--- config.mk ---
export PLATFORM = sky130hd
export DESIGN_NAME = wav_header_parser_unit
export DESIGN_NICKNAME = d
export VERILOG_FILES = /design/src/whp_pkg.sv /design/src/wav_header_parser_unit.sv /design/src/whp_ctrl.sv /design/src/whp_datapath.sv
export SDC_FILE = /design/constraint.sdc
export NUM_CORES = 2
export LEC_CHECK = 0
export ABC_AREA = 1
export BUFFER_PORTS_ARGS = -buffer_cell sky130_fd_sc_hd__buf_4
export CAP_MARGIN = 40
export CORE_ASPECT_RATIO = 1.5
export CORE_MARGIN = 2
export CORE_UTILIZATION = 48
export DETAILED_ROUTE_END_ITERATION = 8
export PLACE_DENSITY = 0.65
export SYNTH_ARGS = -nofsm -noshare
export SYNTH_HDL_FRONTEND = slang
export SYNTH_SLANG_ARGS = --single-unit
--- constraint.sdc ---
create_clock -name aclk -period 8.38 [get_ports aclk]
set_clock_uncertainty 0.2 [all_clocks]
set_input_delay 0.419 -clock aclk [delete_from_list [all_inputs] [get_ports aclk]]
set_output_delay 0.419 -clock aclk [all_outputs]
set_load 0.005 [all_outputs]
--- src/whp_pkg.sv ---
`timescale 1ns / 1ps
// Shared types and constants for the WAV header parser.
// Used by whp_ctrl, whp_datapath and wav_header_parser_unit; no dependencies.
package whp_pkg;

    typedef enum logic [1:0] {
        KIND_DATA   = 2'd0,
        KIND_HEADER = 2'd1,
        KIND_ERROR  = 2'd2
    } kind_t;

    localparam logic [3:0] ERR_RIFF      = 4'd0;
    localparam logic [3:0] ERR_SIZE      = 4'd1;
    localparam logic [3:0] ERR_WAVE      = 4'd2;
    localparam logic [3:0] ERR_FMT       = 4'd3;
    localparam logic [3:0] ERR_FMT_SIZE  = 4'd4;
    localparam logic [3:0] ERR_NOT_PCM   = 4'd5;
    localparam logic [3:0] ERR_BYTE_RATE = 4'd6;
    localparam logic [3:0] ERR_ALIGN     = 4'd7;
    localparam logic [3:0] ERR_DATA_TAG  = 4'd8;
    localparam logic [3:0] ERR_DATA_SIZE = 4'd9;
    localparam logic [3:0] ERR_TRUNC     = 4'd10;

    localparam logic [31:0] TAG_RIFF = 32'h4646_4952;
    localparam logic [31:0] TAG_WAVE = 32'h4556_4157;
    localparam logic [31:0] TAG_FMT  = 32'h2074_6d66;
    localparam logic [31:0] TAG_DATA = 32'h6174_6164;
    localparam logic [31:0] HDR_REST = 32'd36;
    localparam logic [31:0] FMT_SIZE = 32'd16;
    localparam logic [15:0] FMT_PCM  = 16'd1;

    // Header byte positions at which a field completes
    localparam logic [5:0] POS_RIFF      = 6'd3;
    localparam logic [5:0] POS_FILE_SIZE = 6'd7;
    localparam logic [5:0] POS_WAVE      = 6'd11;
    localparam logic [5:0] POS_FMT       = 6'd15;
    localparam logic [5:0] POS_FMT_SIZE  = 6'd19;
    localparam logic [5:0] POS_FORMAT    = 6'd21;
    localparam logic [5:0] POS_CHANNELS  = 6'd23;
    localparam logic [5:0] POS_RATE      = 6'd27;
    localparam logic [5:0] POS_BYTE_RATE = 6'd31;
    localparam logic [5:0] POS_ALIGN     = 6'd33;
    localparam logic [5:0] POS_BITS      = 6'd35;
    localparam logic [5:0] POS_DATA_TAG  = 6'd39;
    localparam logic [5:0] POS_DATA_SIZE = 6'd43;

    typedef struct packed {
        logic       shift_en;
        logic [5:0] pos;
        logic       mul_en;
        logic       rem_load;
        logic       rem_dec;
        logic       out_load;
        kind_t      kind;
        logic [3:0] code;
        logic       last;
    } whp_cmd_t;

    typedef struct packed {
        logic       hdr_err;
        logic [3:0] hdr_code;
        logic       size_zero;
        logic       rem_one;
        logic       chk_err;
        logic [3:0] chk_code;
        logic       out_free;
    } whp_status_t;

endpackage

--- src/wav_header_parser_unit.sv ---
`timescale 1ns / 1ps
// Top level of the WAV RIFF/PCM header parser: controller plus datapath.
// Depends on whp_pkg, whp_ctrl and whp_datapath.
//
// Takes a WAV file one byte per transfer (s_tuser marks file byte 0, s_tlast the
// end of the stream) and checks the 44-byte header. A good header gives one
// header transfer (kind 1), then each payload byte comes out as a data transfer
// (kind 0) with m_tlast on the final one; any failure or early end gives one
// error transfer (kind 2, m_tlast set) and later bytes are dropped until the next
// file start. Bytes are taken back to back, except after header byte 35: with rate
// times channels already registered, ST_MUL forms the byte rate and block align
// products and ST_CHECK compares them before the next byte is taken. A byte is
// taken only while the result register is empty or is read in the same cycle, so
// a waiting result stalls the input.
module wav_header_parser_unit
    import whp_pkg::*;
(
    input  logic          aclk,
    input  logic          aresetn,
    input  logic          s_tvalid,
    output logic          s_tready,
    input  logic [7:0]    s_tdata,      // [7:0] in_byte
    input  logic [0:0]    s_tuser,      // [0] file_start
    input  logic          s_tlast,      // stream_end
    output logic          m_tvalid,
    input  logic          m_tready,
    output logic [111:0]  m_tdata,      // [3:0] error_code, [11:4] out_byte,
                                        // [43:12] sample_rate, [59:44] channel_count,
                                        // [75:60] bits_per_sample, [107:76] payload_size
    output logic [1:0]    m_tuser,      // [1:0] kind
    output logic          m_tlast       // last
);

    whp_cmd_t    cmd;
    whp_status_t st;

    whp_ctrl u_ctrl (
        .aclk     (aclk),
        .aresetn  (aresetn),
        .s_tvalid (s_tvalid),
        .s_tready (s_tready),
        .s_tuser  (s_tuser),
        .s_tlast  (s_tlast),
        .st       (st),
        .cmd      (cmd)
    );

    whp_datapath u_datapath (
        .aclk     (aclk),
        .aresetn  (aresetn),
        .s_tdata  (s_tdata),
        .cmd      (cmd),
        .st       (st),
        .m_tvalid (m_tvalid),
        .m_tready (m_tready),
        .m_tdata  (m_tdata),
        .m_tuser  (m_tuser),
        .m_tlast  (m_tlast)
    );

    a_load_free: assert property (@(posedge aclk) disable iff (!aresetn)
        cmd.out_load |-> st.out_free)
        else $error("result loaded over a pending transfer");

    a_mul_stall: assert property (@(posedge aclk) disable iff (!aresetn)
        cmd.mul_en |-> !s_tready ##1 !s_tready)
        else $error("input taken during rate check");

    a_error_last: assert property (@(posedge aclk) disable iff (!aresetn)
        m_tvalid && (m_tuser == KIND_ERROR) |-> m_tlast)
        else $error("error transfer without last");

    a_kind_legal: assert property (@(posedge aclk) disable iff (!aresetn)
        m_tvalid |-> (m_tuser == KIND_DATA) || (m_tuser == KIND_HEADER)
                     || (m_tuser == KIND_ERROR))
        else $error("illegal result kind");

endmodule

--- src/whp_ctrl.sv ---
`timescale 1ns / 1ps
// Parser controller: file phase, header byte position and the check sequence.
// Depends on whp_pkg; drives whp_datapath through whp_cmd_t.
module whp_ctrl
    import whp_pkg::*;
(
    input  logic        aclk,
    input  logic        aresetn,
    input  logic        s_tvalid,
    output logic        s_tready,
    input  logic [0:0]  s_tuser,
    input  logic        s_tlast,
    input  whp_status_t st,
    output whp_cmd_t    cmd
);

    typedef enum logic [1:0] {
        PH_HEADER,
        PH_DATA,
        PH_IDLE
    } phase_t;

    typedef enum logic [1:0] {
        ST_RUN,
        ST_MUL,
        ST_CHECK
    } state_t;

    state_t     state_reg, state_next;
    phase_t     phase_reg, phase_next;
    logic [5:0] pos_reg, pos_next;
    logic       end_reg, end_next;

    phase_t     eff_phase;
    logic [5:0] eff_pos;
    logic       fire;

    assign s_tready  = (state_reg == ST_RUN) && st.out_free;
    assign fire      = s_tvalid && s_tready;
    assign eff_phase = s_tuser[0] ? PH_HEADER : phase_reg;
    assign eff_pos   = s_tuser[0] ? 6'd0 : pos_reg;

    always_comb begin
        state_next = state_reg;
        phase_next = phase_reg;
        pos_next   = pos_reg;
        end_next   = end_reg;
        cmd        = '0;
        cmd.pos    = eff_pos;
        case (state_reg)
            ST_RUN: begin
                if (fire) begin
                    phase_next = eff_phase;
                    pos_next   = eff_pos;
                    case (eff_phase)
                        PH_HEADER: begin
                            cmd.shift_en = 1'b1;
                            pos_next     = eff_pos + 6'd1;
                            if (st.hdr_err) begin
                                cmd.out_load = 1'b1;
                                cmd.kind     = KIND_ERROR;
                                cmd.code     = st.hdr_code;
                                cmd.last     = 1'b1;
                                phase_next   = PH_IDLE;
                            end else if (eff_pos == POS_BITS) begin
                                end_next   = s_tlast;
                                state_next = ST_MUL;
                            end else if (eff_pos == POS_DATA_SIZE) begin
                                cmd.out_load = 1'b1;
                                if (s_tlast && !st.size_zero) begin
                                    cmd.kind   = KIND_ERROR;
                                    cmd.code   = ERR_TRUNC;
                                    cmd.last   = 1'b1;
                                    phase_next = PH_IDLE;
                                end else begin
                                    cmd.kind     = KIND_HEADER;
                                    cmd.last     = st.size_zero;
                                    cmd.rem_load = 1'b1;
                                    phase_next   = st.size_zero ? PH_IDLE : PH_DATA;
                                end
                            end else if (s_tlast) begin
                                cmd.out_load = 1'b1;
                                cmd.kind     = KIND_ERROR;
                                cmd.code     = ERR_TRUNC;
                                cmd.last     = 1'b1;
                                phase_next   = PH_IDLE;
                            end
                        end
                        PH_DATA: begin
                            cmd.out_load = 1'b1;
                            if (s_tlast && !st.rem_one) begin
                                cmd.kind   = KIND_ERROR;
                                cmd.code   = ERR_TRUNC;
                                cmd.last   = 1'b1;
                                phase_next = PH_IDLE;
                            end else begin
                                cmd.kind    = KIND_DATA;
                                cmd.last    = st.rem_one;
                                cmd.rem_dec = 1'b1;
                                if (st.rem_one) begin
                                    phase_next = PH_IDLE;
                                end
                            end
                        end
                        default: begin
                        end
                    endcase
                end
            end
            ST_MUL: begin
                cmd.mul_en = 1'b1;
                state_next = ST_CHECK;
            end
            ST_CHECK: begin
                if (st.out_free) begin
                    state_next = ST_RUN;
                    if (st.chk_err || end_reg) begin
                        cmd.out_load = 1'b1;
                        cmd.kind     = KIND_ERROR;
                        cmd.code     = st.chk_err ? st.chk_code : ERR_TRUNC;
                        cmd.last     = 1'b1;
                        phase_next   = PH_IDLE;
                    end
                end
            end
            default: begin
                state_next = ST_RUN;
            end
        endcase
    end

    always_ff @(posedge aclk) begin
        if (!aresetn) begin
            state_reg <= ST_RUN;
            phase_reg <= PH_HEADER;
            pos_reg   <= 6'd0;
            end_reg   <= 1'b0;
        end else begin
            state_reg <= state_next;
            phase_reg <= phase_next;
            pos_reg   <= pos_next;
            end_reg   <= end_next;
        end
    end

endmodule

--- src/whp_datapath.sv ---
`timescale 1ns / 1ps
// Parser datapath: byte shifter, header fields, tag/size checks, rate multiplier,
// payload counter and the result register. Depends on whp_pkg.
module whp_datapath
    import whp_pkg::*;
(
    input  logic          aclk,
    input  logic          aresetn,
    input  logic [7:0]    s_tdata,      // [7:0] in_byte
    input  whp_cmd_t      cmd,
    output whp_status_t   st,
    output logic          m_tvalid,
    input  logic          m_tready,
    output logic [111:0]  m_tdata,      // error_code, out_byte, sample_rate,
                                        // channel_count, bits_per_sample, payload_size
    output logic [1:0]    m_tuser,      // [1:0] kind
    output logic          m_tlast
);

    logic [31:0] shift_reg;
    logic [31:0] shift_next;
    logic [15:0] half_next;
    logic [31:0] file_size_reg;
    logic [15:0] channels_reg;
    logic [31:0] rate_reg;
    logic [31:0] byte_rate_reg;
    logic [15:0] align_reg;
    logic [15:0] bits_reg;
    logic [31:0] rem_reg;
    logic [31:0] rc_reg;
    logic [31:0] prod_reg;
    logic [31:0] cb_reg;
    logic [47:0] rc_full;
    logic [47:0] prod_full;
    logic [31:0] cb_full;

    logic        out_valid_reg;
    kind_t       kind_reg;
    logic [3:0]  code_reg;
    logic [7:0]  byte_reg;
    logic [31:0] rate_out_reg;
    logic [15:0] ch_out_reg;
    logic [15:0] bits_out_reg;
    logic [31:0] size_out_reg;
    logic        last_reg;

    assign shift_next = {s_tdata, shift_reg[31:8]};
    assign half_next  = shift_next[31:16];

    assign rc_full   = {16'b0, rate_reg} * {32'b0, channels_reg};
    assign prod_full = {16'b0, rc_reg} * {32'b0, bits_reg};
    assign cb_full   = {16'b0, channels_reg} * {16'b0, bits_reg};

    always_comb begin
        st.hdr_err  = 1'b0;
        st.hdr_code = ERR_RIFF;
        case (cmd.pos)
            POS_RIFF: begin
                st.hdr_err  = (shift_next != TAG_RIFF);
                st.hdr_code = ERR_RIFF;
            end
            POS_FILE_SIZE: begin
                st.hdr_err  = (shift_next < HDR_REST);
                st.hdr_code = ERR_SIZE;
            end
            POS_WAVE: begin
                st.hdr_err  = (shift_next != TAG_WAVE);
                st.hdr_code = ERR_WAVE;
            end
            POS_FMT: begin
                st.hdr_err  = (shift_next != TAG_FMT);
                st.hdr_code = ERR_FMT;
            end
            POS_FMT_SIZE: begin
                st.hdr_err  = (shift_next != FMT_SIZE);
                st.hdr_code = ERR_FMT_SIZE;
            end
            POS_FORMAT: begin
                st.hdr_err  = (half_next != FMT_PCM);
                st.hdr_code = ERR_NOT_PCM;
            end
            POS_DATA_TAG: begin
                st.hdr_err  = (shift_next != TAG_DATA);
                st.hdr_code = ERR_DATA_TAG;
            end
            POS_DATA_SIZE: begin
                st.hdr_err  = (shift_next != (file_size_reg - HDR_REST));
                st.hdr_code = ERR_DATA_SIZE;
            end
            default: begin
            end
        endcase
        st.size_zero = (shift_next == 32'd0);
        st.rem_one   = (rem_reg == 32'd1);
        if ({3'b0, prod_reg[31:3]} != byte_rate_reg) begin
            st.chk_err  = 1'b1;
            st.chk_code = ERR_BYTE_RATE;
        end else begin
            st.chk_err  = ({3'b0, cb_reg[31:3]} != {16'b0, align_reg});
            st.chk_code = ERR_ALIGN;
        end
        st.out_free = !out_valid_reg || m_tready;
    end

    always_ff @(posedge aclk) begin
        rc_reg <= rc_full[31:0];
        if (cmd.shift_en) begin
            shift_reg <= shift_next;
            case (cmd.pos)
                POS_FILE_SIZE: file_size_reg <= shift_next;
                POS_CHANNELS:  channels_reg  <= half_next;
                POS_RATE:      rate_reg      <= shift_next;
                POS_BYTE_RATE: byte_rate_reg <= shift_next;
                POS_ALIGN:     align_reg     <= half_next;
                POS_BITS:      bits_reg      <= half_next;
                default: begin
                end
            endcase
        end
        if (cmd.mul_en) begin
            prod_reg <= prod_full[31:0];
            cb_reg   <= cb_full;
        end
        if (cmd.rem_load) begin
            rem_reg <= shift_next;
        end else if (cmd.rem_dec) begin
            rem_reg <= rem_reg - 32'd1;
        end
        if (cmd.out_load) begin
            kind_reg     <= cmd.kind;
            code_reg     <= cmd.code;
            last_reg     <= cmd.last;
            byte_reg     <= (cmd.kind == KIND_DATA) ? s_tdata : 8'd0;
            rate_out_reg <= (cmd.kind == KIND_HEADER) ? rate_reg : 32'd0;
            ch_out_reg   <= (cmd.kind == KIND_HEADER) ? channels_reg : 16'd0;
            bits_out_reg <= (cmd.kind == KIND_HEADER) ? bits_reg : 16'd0;
            size_out_reg <= (cmd.kind == KIND_HEADER) ? shift_next : 32'd0;
        end
    end

    always_ff @(posedge aclk) begin
        if (!aresetn) begin
            out_valid_reg <= 1'b0;
        end else if (cmd.out_load) begin
            out_valid_reg <= 1'b1;
        end else if (m_tready) begin
            out_valid_reg <= 1'b0;
        end
    end

    assign m_tvalid = out_valid_reg;
    assign m_tuser  = kind_reg;
    assign m_tlast  = last_reg;
    assign m_tdata  = {4'b0, size_out_reg, bits_out_reg, ch_out_reg,
                       rate_out_reg, byte_reg, code_reg};

endmodule
### Word-level counts from Yosys, hierarchy flattened

Index checks and enable logic that the tools add are counted.
Widths: inputs -> output; s select.

| operators by class | value |
|---|---|
| $add $sub $neg | 3 |
| multiply operators | 3 |
| magnitude comparators | 1 |
| equality and inequality tests | 33 |
| muxes and demuxes | 56 |
| bitwise logic cells | 1 |
| reductions and logical operators | 26 |

Operator list:

| operator | count |
|---|---|
| $ne 32x31->1 const B | 3 |
| $mul 32x16->32 | 2 |
| $mux 32 | 2 |
| $mux 8 | 6 |
| $mux 2 | 20 |
| $pmux 5 s8 | 1 |
| $eq 32x1->1 const B | 1 |
| $logic_not 32->1 | 1 |
| $lt 32x6->1 const B | 1 |
| $mul 16x16->32 | 1 |
| $ne 29x32->1 | 1 |
| $ne 32x30->1 const B | 1 |
| $ne 32x32->1 | 1 |
| $ne 32x5->1 const B | 1 |
| $pmux 8 s2 | 2 |
| $sub 32x1->32 const B | 1 |
| $sub 32x6->32 const B | 1 |
| $eq 6x5->1 const B | 5 |
| $ne 29x16->1 | 1 |
| $eq 6x6->1 const B | 4 |
| $ne 16x1->1 const B | 1 |
| $mux 1 | 15 |
| $reduce_and 2->1 | 7 |
| $eq 6x4->1 const B | 2 |
| 21 further kinds | 42 |

| storage, ports and cells | value |
|---|---|
| register bits after elaboration | 427 |
| input bits | 14 |
| output and inout bits | 117 |
| word-level logic and storage cells | 147 |

### Longest topological paths before layout

| logic depth | value |
|---|---|
| word-level depth | 12 |
| depth in mapped cells | 30 |
| depth with buffers taken out | 28 |

### By module

Synthesis repeated with hierarchy kept, for this count alone.

| unflattened totals | value |
|---|---|
| cell total of the unflattened synthesis | 5748 |
| area total of the unflattened synthesis | 49354.8 sq um |

Modules (own cells, without submodules):

| module | instances | cells each | area an instance (sq um) | sequential area each (sq um) |
|---|---|---|---|---|
| whp_datapath | 1 | 5592 | 48366.4 | 11741.3 |
| whp_ctrl | 1 | 156 | 988.4 | 220.2 |

### Worst setup path before layout

OpenSTA, ideal clock, no wires.

| path | value |
|---|---|
| path kind | register -> register |
| start point | register u_datapath.bits_reg[1] |
| end point | register u_datapath.cb_reg[28], data pin |
| setup time | 265 ps |
| arrival | 6065 ps |
| required time | 7915 ps |
| path slack | 1850 ps |
| stages on the path, launching flop included | 25 |
| path buffers | 2 |
| period minus slack after synthesis | 6530 ps |
| cell sequence | edfxtp_1 > clkbuf_1 > buf_1 > nand2_1 > fa_1 > inv_1 > fa_1 > inv_1 > fa_1 > fa_1 > inv_1 > fa_1 > inv_1 > fa_1 > inv_1 > ha_1 > a21oi_1 > o21ai_0 > a21oi_1 > o21ai_0 > a21boi_0 > o21ai_0 > a21boi_0 > o21ai_0 > xor2_1 |

| between the ends | value |
|---|---|
| cells in the longest elaborated chain, start to end | 1 |

RTL lines:

| what | RTL line | source |
|---|---|---|
| start: declaration | whp_datapath.sv:28 | `logic [15:0] bits_reg;` |
| start signal: assignment | whp_datapath.sv:115 | `POS_BITS: bits_reg <= half_next;` |
| $mul 16x16->32 | whp_datapath.sv:52 | `assign cb_full = {16'b0, channels_reg} * {16'b0, bits_reg};` |
| named net u_datapath.cb_full[28] | whp_datapath.sv:35 | `logic [31:0] cb_full;` |
| end signal: assignment | whp_datapath.sv:122 | `cb_reg <= cb_full;` |
| end: declaration | whp_datapath.sv:32 | `logic [31:0] cb_reg;` |

The timed path passes the listed nets, and every way through them passes these cells.
A chain may end at the register's enable or synchronous reset.

### Worst setup path after layout

| path | value |
|---|---|
| start point | register u_datapath.channels_reg[3] |
| end point | register u_datapath.rc_reg[26] |

| between the ends | value |
|---|---|
| cells in the longest elaborated chain, start to end | 1 |

RTL lines:

| what | RTL line | source |
|---|---|---|
| start: declaration | whp_datapath.sv:24 | `logic [15:0] channels_reg;` |
| start signal: assignment | whp_datapath.sv:111 | `POS_CHANNELS: channels_reg <= half_next;` |
| $mul 32x16->32 | whp_datapath.sv:50 | `assign rc_full = {16'b0, rate_reg} * {32'b0, channels_reg};` |
| named net u_datapath.rc_full[26] | whp_datapath.sv:33 | `logic [47:0] rc_full;` |
| end signal: assignment | whp_datapath.sv:106 | `rc_reg <= rc_full[31:0];` |
| end: declaration | whp_datapath.sv:30 | `logic [31:0] rc_reg;` |

The timed path passes the listed nets, and every way through them passes these cells.

==> summary.md <==
| Metric | Value |
|---|---|
| CTS buffer count | `46` |
| Hold_buf cts | `12` |
| WHS Path Cells | `5` |
| Worst reg2reg path endpoint | `u_datapath.rc_reg[26]` |
| Async set or reset register ratio after synthesis | `0%` |
| Hold WC Path Type | `input port to register` |
| Total grt overflow | `0` |
| Top cells by area, synth | `fa_1 (34%), edfxtp_1 (23%), nand2_1 (11%)` |
| Worst setup startpoint | `u_datapath.channels_reg[3]` |
| Clock root cell | `clkbuf_16` |
| Synth Register Bits | `413` |
| Worst Path Required | `8.68 ns` |
| Bufs on Longest Clock Path | `3` |
| Max Slew Vio Count | `0` |
| Clock transition at path regs | `0.07 ns` |
| R2R depth | `23` |
| Area Growth Syn to Fin | `8.63%` |
| Die Wd | `262 um` |
| DRT Pass-1 Iters | `5` |
| Initial antenna violation count | `2` |
| Fin. Hold Viols | `0` |
| Core area | `98600 sq um` |
| Register area share after synthesis | `25.0%` |
| Drt via density | `5.26` |
| Die Area | `102000 sq um` |
| Vias | `35.5k` |
| Routed WL | `135000 um` |
| Io pins | `131` |
| CTS resizes | `0` |
| Period utilization | `89.2%` |
| Port bufs | `126` |
| Worst setup path endpoint | `u_datapath.rc_reg[26]` |
| Post-synth top area share | `33.6%` |
| Layout Nets | `6474` |
| CTS H-tree depth | `2` |
| Synth Flop Type | `edfxtp_1` |
| Arrival time worst endpoint | `7.77 ns` |
| Power Dens Cells | `89.9 nW/um^2` |
| Worst-Margin Slew | `1.00 ns` |
| Post-layout util | `52.6%` |
| Kind of critical path | `register to register` |
| Worst setup SP type | `register` |
| Status | `finished, final reports clean` |
| DRT antenna net count | `0` |
| Clock net sink count | `413` |
| Largest net degree at the start of global routing | `89` |
| Worst-path fanout max | `30` |
| Relative slew margins | `33.2%` |
| DP HPWL | `103000 um` |
| Total GRT Usage | `27.4%` |
| Clock Latency Late Sink | `0.63 ns` |
| First-pass GRT wire length | `211000 um` |
| Leak pwr | `26.1 nW` |
| Num rows | `141` |
| Post-Synthesis Cells | `5397` |
| Final std cells w/o fill | `6749` |
| Setup crit end kind | `register` |
| Register-to-Register Setup Slack | `0.90 ns` |
| Yosys top cell by area | `fa_1` |
| Syn avg cell area | `8.85 sq um` |
| Post-synth EDFFs | `369` |
| RSZ-0062 raised after global routing | `false` |
| WL/cell | `20.0 um` |
| Total power | `4.67 mW` |
| Setup Buffers After CTS | `0` |
| Die H | `390 um` |
| Worst hold slack | `0.239 ns` |
| Max_cap viols | `0` |
| Reg-to-Reg Start | `u_datapath.channels_reg[3]` |
| CTS tree | `done` |
| Drt first-iter violations | `2036` |
| Initial core utilization | `48.5%` |
| Endpoints failing setup | `0` |
| Synth cell types | `54` |
| Number of global-route vias before repair | `38.4k` |
| Final worst path period need | `7.48 ns` |
| Fmax | `0.134 GHz` |
| Worst vdd ir | `0.151 mV` |
| Synthesized cell area | `47800 sq um` |
| Share of layout cells above drive strength 1 | `6.26%` |
| DRC | `0` |
| Global placer's final weighted congestion | `0.958` |
| Setup_tns | `0 ns` |
| Placed cells | `6650` |
| Synthesis Warnings | `0` |
routing by layer:
metal	wire length [um]	share of wire, %	track usage [%]	vias to the layer above
met5	18	0.013	0	-
met2	70400	52	49.5	1285
met1	46700	35	29.8	17800
li1	-	-	-	15900
met4	10200	7.5	17.4	2
met3	7880	5.8	3.79	485
cell usage in the layout, fill, tap and decap left out, drive strengths merged, types with 16 or more instances in the layout:
cell,n
buf,217
edfxtp,369
nand3,127
nand4,32
nor2,290
xor2,110
inv,1347
xnor2,82
fa,802
nor4,22
nor3,21
clkbuf,49
clkinv,16
ha,235
o21ai,99
nand2,1387
dfxtp,44
a21oi,102
cell type report:
type                       count  area (sq um)
antenna                        1          2.50
clock buffer                  49          1160
clock inverter                37           440
fill                        8951         46700
inverter                    1339          5030
multi-input combinational   3393         29800
sequential                   413         12000
tap                         1287          1610
timing repair buffer         230          1880
synthesized netlist by cell type, types with 3 or more instances:
cell type and number:
nand4_1 32, nand2_1 1382, nor2_4 4, a2111oi_0 4, a21oi_1 101, nand3_1 124
buf_6 4, edfxtp_1 369, dfxtp_1 44, ha_1 235, nand2_2 4, a21boi_0 7
a211oi_1 4, nor4_1 20, nand3_2 3, a31oi_1 6, o211ai_1 4, o21a_1 4
o21bai_1 14, xor2_1 110, xnor2_1 82, inv_1 1337, nor2_2 12, fa_1 802
o21ai_0 85, buf_4 8, or2_2 9, buf_1 44, buf_2 11, nor2_1 274
nor3_1 21, o21ai_1 14, o22ai_1 8, clkbuf_1 187
worst min-delay path by stage:
stage	from	end	slack (ns)
3_3_place_gp	u_datapath.shift_reg[27]	u_datapath.align_reg[3]	0.23
3_5_place_dp	u_datapath.shift_reg[27]	u_datapath.align_reg[3]	0.25
6_report	s_tvalid	u_ctrl.phase_reg[0]	0.24
5_1_grt	u_datapath.shift_reg[27]	u_datapath.align_reg[3]	0.27
4_1_cts	s_tvalid	u_ctrl.phase_reg[0]	0.22
2_1_floorplan	u_ctrl.phase_reg[0]	u_ctrl.phase_reg[0]	0.25
stage by stage:
step                      area (sq um)  setup slack, ns
after floorplan                  47800             1.85
after global placement           50000             1.07
after detailed placement         50200            0.958
after CTS                        51900            0.935
after global routing             51900            0.498
final                            51900            0.904
worst max-delay path, cell delays in order, from the launching register on:
cell	delay (ns)
edfxtp_1	0.87
buf_4	0.50
nand2_1	0.12
fa_1	0.50
inv_1	0.05
fa_1	0.52
inv_1	0.05
fa_1	0.48
fa_1	0.55
inv_1	0.05
fa_1	0.47
inv_1	0.05
fa_1	0.47
inv_1	0.04
ha_1	0.37
nand2_1	0.10
o21ai_0	0.48
a21oi_1	0.22
o21ai_0	0.42
a21oi_1	0.16
o21ai_0	0.37
nand3_1	0.15
nand3_1	0.10
nand2_1	0.05
report_power, final:
part	total [mW]	internal (mW)	switching (mW)
registers	2.30	2.27	0.0332
logic	0.160	0.0520	0.108
clock network	2.20	1.22	0.982
total	4.67	3.54	1.12
cell families after synthesis:
logic type / share of synthesized area, %
compound gates: 3.17
xor+xnor: 3.52
fa+ha+maj: 39.8
buf+inv: 12.7
flops: 25.0
other cells: 0.00785
simple gates: 15.8
Power figures use the tool's default switching activity.
